==> config.mk <==
export PLATFORM = sky130hd
export DESIGN_NAME = integer_to_radix_ascii_flat
export DESIGN_NICKNAME = d
export VERILOG_FILES = /design/src/itra_pkg.sv /design/src/itra_in_if.sv /design/src/itra_out_if.sv /design/src/itra_front.sv /design/src/itra_cmd_fifo.sv /design/src/itra_back.sv /design/src/integer_to_radix_ascii.sv /design/src/flat_wrapper.sv
export SDC_FILE = /design/constraint.sdc
export NUM_CORES = 1
export LEC_CHECK = 0
export ABC_AREA = 1
export BUFFER_PORTS_ARGS = -buffer_cell sky130_fd_sc_hd__buf_2
export CORE_MARGIN = 3
export CORE_UTILIZATION = 31
export CTS_CLUSTER_SIZE = 25
export DETAILED_ROUTE_END_ITERATION = 10
export PLACE_DENSITY_LB_ADDON = 0.3
export SLEW_MARGIN = 20
export SYNTH_ARGS = -nofsm -noshare
export SYNTH_HDL_FRONTEND = slang
export SYNTH_SLANG_ARGS = --single-unit
==> constraint.sdc <==
create_clock -name i_clk -period 40.8 [get_ports i_clk]
set_clock_uncertainty 0.2 [all_clocks]
set_input_delay 2.04 -clock i_clk [delete_from_list [all_inputs] [get_ports i_clk]]
set_output_delay 2.04 -clock i_clk [all_outputs]
set_load 0.03 [all_outputs]
==> src/itra_pkg.sv <==
// Shared constants, types and the digit-to-character function of the radix converter.
package itra_pkg;

    localparam int VALUE_BITS = 32;
    localparam int RADIX_W    = 6;
    localparam int CHAR_W     = 8;

    // The long division by the radix retires DIV_BITS dividend bits per cycle.
    localparam int DIV_BITS  = 8;
    localparam int DIV_STEPS = (VALUE_BITS + DIV_BITS - 1) / DIV_BITS;
    localparam int PAD_W     = DIV_STEPS * DIV_BITS;
    localparam int STEP_W    = (DIV_STEPS > 1) ? $clog2(DIV_STEPS) : 1;
    localparam int CNT_W     = $clog2(VALUE_BITS + 1);
    localparam int IDX_W     = $clog2(VALUE_BITS);

    localparam logic [RADIX_W-1:0] RADIX_MIN = RADIX_W'(2);
    localparam logic [RADIX_W-1:0] RADIX_MAX = RADIX_W'(36);
    localparam logic [RADIX_W-1:0] DEC_RADIX = RADIX_W'(10);

    localparam logic [CHAR_W-1:0] ASCII_ZERO  = CHAR_W'(48);
    localparam logic [CHAR_W-1:0] ASCII_A     = CHAR_W'(65);
    localparam logic [CHAR_W-1:0] ASCII_MINUS = CHAR_W'(45);
    localparam logic [CHAR_W-1:0] ASCII_NINE  = CHAR_W'(57);
    localparam logic [CHAR_W-1:0] ASCII_Z     = CHAR_W'(90);

    typedef struct packed {
        logic [VALUE_BITS-1:0] magnitude;
        logic [RADIX_W-1:0]    radix;
        logic                  sign;
    } t_cmd;

    typedef struct packed {
        logic valid;
        t_cmd cmd;
    } t_push;

    typedef struct packed {
        logic not_empty;
        logic full;
    } t_fifo_status;

    typedef enum logic [1:0] {
        ST_IDLE,
        ST_DIV,
        ST_SIGN,
        ST_DIGIT
    } t_back_state;

    function automatic logic [CHAR_W-1:0] digit_to_ascii(input logic [RADIX_W-1:0] digit);
        logic [CHAR_W-1:0] wide;
        wide = CHAR_W'(digit);
        if (digit < DEC_RADIX) begin
            return wide + ASCII_ZERO;
        end else begin
            return wide - CHAR_W'(DEC_RADIX) + ASCII_A;
        end
    endfunction

endpackage

==> src/itra_in_if.sv <==
// Input channel: a signed value and the radix it is to be written in.
interface itra_in_if;
    logic                                valid;
    logic                                ready;
    logic signed [itra_pkg::VALUE_BITS-1:0] value;
    logic [itra_pkg::RADIX_W-1:0]        radix;

    modport source (output valid, output value, output radix, input ready);
    modport sink   (input valid, input value, input radix, output ready);
endinterface

==> src/itra_out_if.sv <==
// Output channel: one ASCII character per item, with a flag on the final one.
interface itra_out_if;
    logic                        valid;
    logic                        ready;
    logic [itra_pkg::CHAR_W-1:0] character;
    logic                        last;

    modport source (output valid, output character, output last, input ready);
    modport sink   (input valid, input character, input last, output ready);
endinterface

==> src/itra_front.sv <==
// Front end: takes input items, clamps the radix and splits the value into sign and magnitude.
module itra_front (
    itra_in_if.sink                   i_in,
    input  itra_pkg::t_fifo_status    i_status,
    output itra_pkg::t_push           o_push
);

    logic                              neg;
    logic [itra_pkg::VALUE_BITS-1:0]   raw;
    logic [itra_pkg::RADIX_W-1:0]      radix_sat;

    assign i_in.ready = !i_status.full;

    assign raw = i_in.value;
    assign neg = raw[itra_pkg::VALUE_BITS-1];

    always_comb begin
        priority if (i_in.radix < itra_pkg::RADIX_MIN) begin
            radix_sat = itra_pkg::RADIX_MIN;
        end else if (i_in.radix > itra_pkg::RADIX_MAX) begin
            radix_sat = itra_pkg::RADIX_MAX;
        end else begin
            radix_sat = i_in.radix;
        end
    end

    // The most negative value negates to itself, which read unsigned is the right magnitude.
    always_comb begin
        o_push.valid         = i_in.valid && !i_status.full;
        o_push.cmd.magnitude = neg ? (~raw + itra_pkg::VALUE_BITS'(1)) : raw;
        o_push.cmd.radix     = radix_sat;
        o_push.cmd.sign      = neg && (radix_sat == itra_pkg::DEC_RADIX);
    end

endmodule

==> src/itra_cmd_fifo.sv <==
// Two-entry queue of classified items between the front end and the digit engine.
module itra_cmd_fifo (
    input  logic                   i_clk,
    input  logic                   i_rst_n,
    input  itra_pkg::t_push        i_push,
    input  logic                   i_pop,
    output itra_pkg::t_cmd         o_cmd,
    output itra_pkg::t_fifo_status o_status
);

    itra_pkg::t_cmd r_mem [2];
    logic           r_wr_ptr;
    logic           r_rd_ptr;
    logic [1:0]     r_count;
    logic [1:0]     n_count;

    always_comb begin
        n_count = r_count;
        unique case ({i_push.valid, i_pop})
            2'b10:   n_count = r_count + 2'd1;
            2'b01:   n_count = r_count - 2'd1;
            default: n_count = r_count;
        endcase
    end

    always_ff @(posedge i_clk) begin
        if (!i_rst_n) begin
            r_wr_ptr <= 1'b0;
            r_rd_ptr <= 1'b0;
            r_count  <= 2'd0;
        end else begin
            if (i_push.valid) begin
                r_wr_ptr <= !r_wr_ptr;
            end
            if (i_pop) begin
                r_rd_ptr <= !r_rd_ptr;
            end
            r_count <= n_count;
        end
    end

    always_ff @(posedge i_clk) begin
        if (i_push.valid) begin
            r_mem[r_wr_ptr] <= i_push.cmd;
        end
    end

    assign o_cmd              = r_mem[r_rd_ptr];
    assign o_status.not_empty = (r_count != 2'd0);
    assign o_status.full      = (r_count == 2'd2);

endmodule

==> src/itra_back.sv <==
// Digit engine: divides the magnitude by the radix digit by digit, then sends the characters.
module itra_back (
    input  logic                   i_clk,
    input  logic                   i_rst_n,
    input  itra_pkg::t_cmd         i_cmd,
    input  itra_pkg::t_fifo_status i_status,
    output logic                   o_pop,
    itra_out_if.source             o_out
);

    itra_pkg::t_back_state r_state;
    itra_pkg::t_back_state n_state;

    logic [itra_pkg::PAD_W-1:0]   r_quo;
    logic [itra_pkg::RADIX_W-1:0] r_rem;
    logic [itra_pkg::RADIX_W-1:0] r_radix;
    logic                         r_sign;
    logic [itra_pkg::STEP_W-1:0]  r_step;
    logic [itra_pkg::CNT_W-1:0]   r_count;
    logic [itra_pkg::CNT_W-1:0]   r_rd_idx;
    logic [itra_pkg::RADIX_W-1:0] r_digits [itra_pkg::VALUE_BITS];

    logic                         r_out_valid;
    logic [itra_pkg::CHAR_W-1:0]  r_out_char;
    logic                         r_out_last;

    logic [itra_pkg::PAD_W-1:0]   step_quo;
    logic [itra_pkg::RADIX_W-1:0] step_rem;
    logic [itra_pkg::CNT_W-1:0]   count_inc;
    logic [itra_pkg::CNT_W-1:0]   rd_prev;
    logic                         div_last;
    logic                         div_done;
    logic                         out_free;
    logic                         cmd_pop;
    logic                         out_load;
    logic                         out_sign;

    // One slice of restoring division: the remainder stays below the radix, so it is narrow.
    always_comb begin
        logic [itra_pkg::PAD_W-1:0]   q;
        logic [itra_pkg::RADIX_W-1:0] rem;
        logic [itra_pkg::RADIX_W:0]   trial;
        q   = r_quo;
        rem = r_rem;
        for (int i = 0; i < itra_pkg::DIV_BITS; i++) begin
            trial = {rem, q[itra_pkg::PAD_W-1]};
            q     = {q[itra_pkg::PAD_W-2:0], 1'b0};
            if (trial >= {1'b0, r_radix}) begin
                trial = trial - {1'b0, r_radix};
                q[0]  = 1'b1;
            end
            rem = trial[itra_pkg::RADIX_W-1:0];
        end
        step_quo = q;
        step_rem = rem;
    end

    assign count_inc = r_count + itra_pkg::CNT_W'(1);
    assign rd_prev   = r_rd_idx - itra_pkg::CNT_W'(1);
    assign div_last  = (r_step == itra_pkg::STEP_W'(itra_pkg::DIV_STEPS - 1));
    assign div_done  = div_last && ((step_quo == '0)
                       || (count_inc == itra_pkg::CNT_W'(itra_pkg::VALUE_BITS)));
    assign out_free  = !r_out_valid || o_out.ready;

    always_comb begin
        n_state = r_state;
        unique case (r_state)
            itra_pkg::ST_IDLE: begin
                if (i_status.not_empty) begin
                    n_state = itra_pkg::ST_DIV;
                end
            end
            itra_pkg::ST_DIV: begin
                if (div_done) begin
                    n_state = r_sign ? itra_pkg::ST_SIGN : itra_pkg::ST_DIGIT;
                end
            end
            itra_pkg::ST_SIGN: begin
                if (out_free) begin
                    n_state = itra_pkg::ST_DIGIT;
                end
            end
            itra_pkg::ST_DIGIT: begin
                if (out_free && (r_rd_idx == itra_pkg::CNT_W'(1))) begin
                    n_state = itra_pkg::ST_IDLE;
                end
            end
            default: n_state = itra_pkg::ST_IDLE;
        endcase
    end

    always_comb begin
        cmd_pop  = 1'b0;
        out_load = 1'b0;
        out_sign = 1'b0;
        unique case (r_state)
            itra_pkg::ST_IDLE:  cmd_pop = i_status.not_empty;
            itra_pkg::ST_DIV:   cmd_pop = 1'b0;
            itra_pkg::ST_SIGN: begin
                out_load = out_free;
                out_sign = 1'b1;
            end
            itra_pkg::ST_DIGIT: out_load = out_free;
            default:            cmd_pop = 1'b0;
        endcase
    end

    always_ff @(posedge i_clk) begin
        if (!i_rst_n) begin
            r_state     <= itra_pkg::ST_IDLE;
            r_out_valid <= 1'b0;
        end else begin
            r_state <= n_state;
            if (out_load) begin
                r_out_valid <= 1'b1;
            end else if (o_out.ready) begin
                r_out_valid <= 1'b0;
            end
        end
    end

    always_ff @(posedge i_clk) begin
        if (cmd_pop) begin
            r_quo   <= itra_pkg::PAD_W'(i_cmd.magnitude);
            r_rem   <= '0;
            r_radix <= i_cmd.radix;
            r_sign  <= i_cmd.sign;
            r_step  <= '0;
            r_count <= '0;
        end else if (r_state == itra_pkg::ST_DIV) begin
            r_quo <= step_quo;
            if (div_last) begin
                // Digits are stored least significant first and read back in reverse.
                r_digits[r_count[itra_pkg::IDX_W-1:0]] <= step_rem;
                r_count  <= count_inc;
                r_rd_idx <= count_inc;
                r_rem    <= '0;
                r_step   <= '0;
            end else begin
                r_rem  <= step_rem;
                r_step <= r_step + itra_pkg::STEP_W'(1);
            end
        end
        if (out_load) begin
            if (out_sign) begin
                r_out_char <= itra_pkg::ASCII_MINUS;
                r_out_last <= 1'b0;
            end else begin
                r_out_char <= itra_pkg::digit_to_ascii(r_digits[rd_prev[itra_pkg::IDX_W-1:0]]);
                r_out_last <= (r_rd_idx == itra_pkg::CNT_W'(1));
                r_rd_idx   <= rd_prev;
            end
        end
    end

    assign o_pop           = cmd_pop;
    assign o_out.valid     = r_out_valid;
    assign o_out.character = r_out_char;
    assign o_out.last      = r_out_last;

endmodule

==> src/integer_to_radix_ascii.sv <==
// Top level of the signed integer to ASCII radix converter.
//
// Input channel i_in carries a signed VALUE_BITS-bit value and a radix (2 to 36; codes
// below are read as 2 and above as 36). Output channel o_out sends the number's ASCII
// characters most significant first, digits 0-9 then A-Z, with last high on the final
// one. A negative value gets a leading '-' only in base 10; in other bases its
// magnitude is written unsigned. Zero gives a single '0'.
// An item is taken into a two-entry queue as soon as there is room, so up to two items
// wait while the digit engine works on a third. For each item the engine loads it from
// the queue, divides the magnitude by the radix digit by digit (eight dividend bits per
// cycle through one shared divider slice), then sends the sign, if any, and the digits.
// It takes the next item only once the last character of this one is in the output register.
// When the receiver holds ready low the output register keeps its character and the
// engine waits; the queue keeps taking items until it is full.
// Reset (synchronous, active low) empties the queue and the output register and
// returns the engine to idle; no clearing pass is needed.
module integer_to_radix_ascii (
    input  logic        i_clk,
    input  logic        i_rst_n,
    itra_in_if.sink     i_in,
    itra_out_if.source  o_out
);

    itra_pkg::t_push        push;
    itra_pkg::t_cmd         cmd;
    itra_pkg::t_fifo_status status;
    logic                   pop;

    itra_front u_front (
        .i_in     (i_in),
        .i_status (status),
        .o_push   (push)
    );

    itra_cmd_fifo u_fifo (
        .i_clk    (i_clk),
        .i_rst_n  (i_rst_n),
        .i_push   (push),
        .i_pop    (pop),
        .o_cmd    (cmd),
        .o_status (status)
    );

    itra_back u_back (
        .i_clk    (i_clk),
        .i_rst_n  (i_rst_n),
        .i_cmd    (cmd),
        .i_status (status),
        .o_pop    (pop),
        .o_out    (o_out)
    );

    a_no_overflow: assert property (@(posedge i_clk) disable iff (!i_rst_n)
        !(push.valid && status.full))
        else $error("Item written into a full queue.");

    a_no_underflow: assert property (@(posedge i_clk) disable iff (!i_rst_n)
        pop |-> status.not_empty)
        else $error("Item taken from an empty queue.");

    a_sign_not_last: assert property (@(posedge i_clk) disable iff (!i_rst_n)
        (o_out.valid && (o_out.character == itra_pkg::ASCII_MINUS)) |-> !o_out.last)
        else $error("Minus sign flagged as the final character.");

    a_legal_char: assert property (@(posedge i_clk) disable iff (!i_rst_n)
        o_out.valid |-> ((o_out.character == itra_pkg::ASCII_MINUS)
            || ((o_out.character >= itra_pkg::ASCII_ZERO)
                && (o_out.character <= itra_pkg::ASCII_NINE))
            || ((o_out.character >= itra_pkg::ASCII_A)
                && (o_out.character <= itra_pkg::ASCII_Z))))
        else $error("Character outside the digit and sign set.");

endmodule

==> src/flat_wrapper.sv <==
// flat-port wrapper written by rule: the top's interface ports become plain ports
module integer_to_radix_ascii_flat 
  (i_clk, i_rst_n, i_in_valid, i_in_value, i_in_radix, i_in_ready, o_out_valid, o_out_character, o_out_last, o_out_ready);
  itra_in_if i_in_i ();
  itra_out_if o_out_i ();
  input  logic i_clk;
  input  logic i_rst_n;
  input wire logic [$bits(i_in_i.valid)-1:0] i_in_valid;
  input wire logic [$bits(i_in_i.value)-1:0] i_in_value;
  input wire logic [$bits(i_in_i.radix)-1:0] i_in_radix;
  output wire logic [$bits(i_in_i.ready)-1:0] i_in_ready;
  output wire logic [$bits(o_out_i.valid)-1:0] o_out_valid;
  output wire logic [$bits(o_out_i.character)-1:0] o_out_character;
  output wire logic [$bits(o_out_i.last)-1:0] o_out_last;
  input wire logic [$bits(o_out_i.ready)-1:0] o_out_ready;
  assign i_in_i.valid = i_in_valid;
  assign i_in_i.value = i_in_value;
  assign i_in_i.radix = i_in_radix;
  assign i_in_ready = i_in_i.ready;
  assign o_out_valid = o_out_i.valid;
  assign o_out_character = o_out_i.character;
  assign o_out_last = o_out_i.last;
  assign o_out_i.ready = o_out_ready;
  integer_to_radix_ascii u_core (.i_clk(i_clk), .i_rst_n(i_rst_n), .i_in(i_in_i), .o_out(o_out_i));
endmodule
==> results.json <==
{
  "rows": 86,
  "cts_num_sinks": 346,
  "root_buffer": "clkbuf_16",
  "antenna_found_initial": 0,
  "drcViolationCount": 0,
  "synth_async_sr_flop_share": 0,
  "layout_commonest_cell": "edfxtp_1",
  "synth_edf_count": 318,
  "placed_cell_area_mm2": 0.0186,
  "clk_pin_slew_ns": 0.06,
  "synthXorXnorAreaFrac": 0.0345,
  "critPathLaunch": "u_core.u_back.r_radix[1]",
  "crit_buf_inv": 10,
  "maxCapViolCount": 0,
  "start_kind": "flop",
  "avgSynthCellArea_um2": 10.5,
  "reg2reg_setup_slack_ns": 26.19,
  "rr_startpoint": "u_core.u_back.r_radix[1]",
  "hold_viol": 0,
  "final_cell_mix": "edfxtp_1 (318), nand2_1 (232), nor2_1 (177), o21ai_0 (176), inv_1 (167)",
  "worstPathRequired_ns": 40.82,
  "grt_pass1_wl_um": 65600,
  "syn-num-nets": 1787,
  "die_x_um": 244,
  "timing.rr.end": "u_core.u_back.r_digits[17][4]",
  "setup_violations": 0,
  "fin_crit_ns": 14.61,
  "cts_setup_buffers": 0,
  "drive_gt1_frac": 0.113,
  "vias_per_cell": 4.81,
  "ys_seq_area_frac": 0.577,
  "synth_top_flop_cell": "edfxtp_1",
  "tns_ns": 0,
  "endpoint_kind": "flop",
  "wire_per_inst_um": 16.5,
  "fin_crit_sh": 0.358,
  "crit_family": "compound AO/OA/AOI/OAI gates",
  "run_status": "completed",
  "start_util": 0.316,
  "drt-initial-drc-count": 859,
  "n_antenna_cell": 0,
  "fin_area_mm2": 0.0198,
  "cts_buffers": 37,
  "clk_latency_ns": 0.55,
  "grt_overflow_total": 0,
  "portBuffers": 52,
  "cp_common_cell": "a21oi_1",
  "synth_fa_ha_area_frac": 0.0556,
  "synth_cell_types": 61,
  "crit_fanout": 33,
  "coreArea_mm2": 0.0555,
  "cp.depth": 73,
  "drt-pass1-iter-count": 5,
  "synth-compound-area-share": 0.126,
  "ys_ff_latch": 346,
  "cts_tree": "built",
  "worst_pin_slew_ns": 0.929,
  "netlist_area_mm2": 0.0175,
  "grt_max_degree": 85,
  "r2r_cells": 73,
  "gp_congestion": 0.843,
  "hpwl_um": 27600,
  "relSlewSlack": 0.376,
  "ys_warn_count": 0,
  "cpMaxStageDelayCell": "edfxtp_1",
  "fmaxAchievable_ghz": 0.0685,
  "crit_type": "reg -> reg",
  "dp.cells": 2425,
  "num_vias": 12000,
  "fp.dieH_um": 244,
  "instances_no_fill": 2491,
  "endpoint": "u_core.u_back.r_digits[17][4]",
  "synth_top_family_by_area": "simple AND/OR/NAND/NOR gates",
  "nNetsFinal": 1831,
  "syn_inst": 1672,
  "hold_path.class": "reg -> reg",
  "slew_viol_final": 0,
  "finalWirelength_um": 41000,
  "final_antenna_net_count": 0,
  "yosys-mux-area-fraction": 0.00907,
  "holdWs_ns": 0.270,
  "ioPinCount": 53,
  "groute.usage.overall": 0.138,
  "fp.dieArea_mm2": 0.0594,
  "htree_num_levels": 2,
  "slowest_delay_ns": 0.64,
  "cts.repair.resized": 0,
  "cts_max_path_buffers": 3,
  "rsz0062_at_grt": "false",
  "grt_pass1_vias": 12000,
  "cts_hold_buf": 0,
  "area_growth_pct": 12.8,
  "final.fill_count": 5581,
  "crit_arrival_ns": 14.63,
  "synth-simple-area-share": 0.145
}
stage by stage:
stage	utilization	setup slack [ns]
after floorplan	-	27.79
after global placement	0.335	26.37
after detailed placement	0.335	25.81
after CTS	0.356	25.77
after global routing	0.356	24.72
final	0.356	26.19
routing by layer:
layer,share of wire,track usage,vias to the layer above
li1,-,-,5972
met2,0.48,0.235,246
met3,0.047,0.0254,60
met5,0,0,-
met1,0.45,0.181,5702
met4,0.024,0.0384,0
kinds of logic (layout without fill, tap and decap cells):
group / after synthesis / after routing
multiplexers: 15 / 15
XOR/XNOR: 69 / 69
adder cells (fa/ha/maj): 73 / 73
buffers and inverters: 237 / 308
flip-flops: 346 / 346
AO/OA/AOI/OAI: 376 / 376
AND/OR/NAND/NOR: 556 / 556
synthesized netlist by cell type, types with 2 or more instances:
cell / n / share of area
o21ai_2: 7 / 0.0035
nor3b_1: 3 / 0.0013
nand4_1: 7 / 0.0025
o221ai_1: 19 / 0.0095
a211oi_1: 3 / 0.0013
buf_6: 3 / 0.0019
nand2_2: 13 / 0.0046
inv_1: 167 / 0.036
nand3_4: 8 / 0.0080
nor2_2: 3 / 0.0011
o211ai_1: 28 / 0.012
and2_1: 3 / 0.0011
a31oi_1: 6 / 0.0021
o21ai_0: 176 / 0.050
o31ai_1: 5 / 0.0021
a21o_1: 2 / 0.00086
or2_2: 7 / 0.0025
xor2_1: 41 / 0.020
fa_1: 8 / 0.0091
clkbuf_1: 50 / 0.011
a221oi_1: 5 / 0.0025
nand2_1: 232 / 0.050
nor2_4: 4 / 0.0026
nor2_1: 179 / 0.038
o22ai_1: 22 / 0.0079
o21bai_1: 6 / 0.0026
mux2i_1: 8 / 0.0046
nand3_1: 51 / 0.015
nand2_4: 2 / 0.0013
o21ai_1: 16 / 0.0046
o21a_1: 7 / 0.0030
dfxtp_1: 28 / 0.032
nor4_1: 12 / 0.0043
mux2_2: 7 / 0.0045
nand3_2: 5 / 0.0029
a21oi_1: 63 / 0.018
buf_1: 4 / 0.00086
a22oi_1: 4 / 0.0017
xnor2_1: 28 / 0.014
nor3_1: 19 / 0.0054
ha_1: 65 / 0.046
edfxtp_1: 318 / 0.54
inv_2: 10 / 0.0021
worst min path at each step:
| stage | from | to | slack (ns) | cells after the start |
|---|---|---|---|---|
| finish | u_core.u_fifo.r_rd_ptr | flop | 0.27 | 1 |
| global route | u_core.u_fifo.r_rd_ptr | flop | 0.27 | 1 |
| CTS | u_core.u_fifo.r_rd_ptr | flop | 0.26 | 1 |
| detailed placement | u_core.u_fifo.r_rd_ptr | flop | 0.25 | 1 |
| global placement | u_core.u_fifo.r_rd_ptr | flop | 0.23 | 1 |
| floorplan | u_core.u_fifo.r_rd_ptr | flop | 0.23 | 1 |
worst reg2reg max path: cells and delay by family (launching register included):
kind	cells	cell delay [ns]
AOI/OAI and AO/OA	31	6.16
and+or+nand+nor	24	3.50
adders and majority gates	8	2.60
buffers and inverters	10	1.21
DFF	1	0.64
flip-flops by register name, indices dropped and copies added (netlist names), 2 cells and up, named ones only:
signal / count
u_core.u_back.r_digits: 192
u_core.u_fifo.r_mem: 78
u_core.u_back.r_quo: 32
u_core.u_back.o_out.character: 8
u_core.u_back.r_count: 6
u_core.u_back.r_radix: 6
u_core.u_back.r_rd_idx: 6
u_core.u_back.r_rem: 6
u_core.u_back.r_state: 2
u_core.u_back.r_step: 2
u_core.u_fifo.r_count: 2
area by class of cell:
type / count / area [um2] / share of cell area
well taps: 748 / 936 / 0.0473
clock buffers: 45 / 956 / 0.0484
inverters: 178 / 668 / 0.0338
multi-input cells: 1089 / 6520 / 0.330
flip-flops and latches: 346 / 10100 / 0.512
repair buffers: 64 / 350 / 0.0177
clock inverters: 21 / 225 / 0.0114
Power is not shown: default switching activity piles up to over one toggle a cycle in this logic, so the estimate is an artifact.
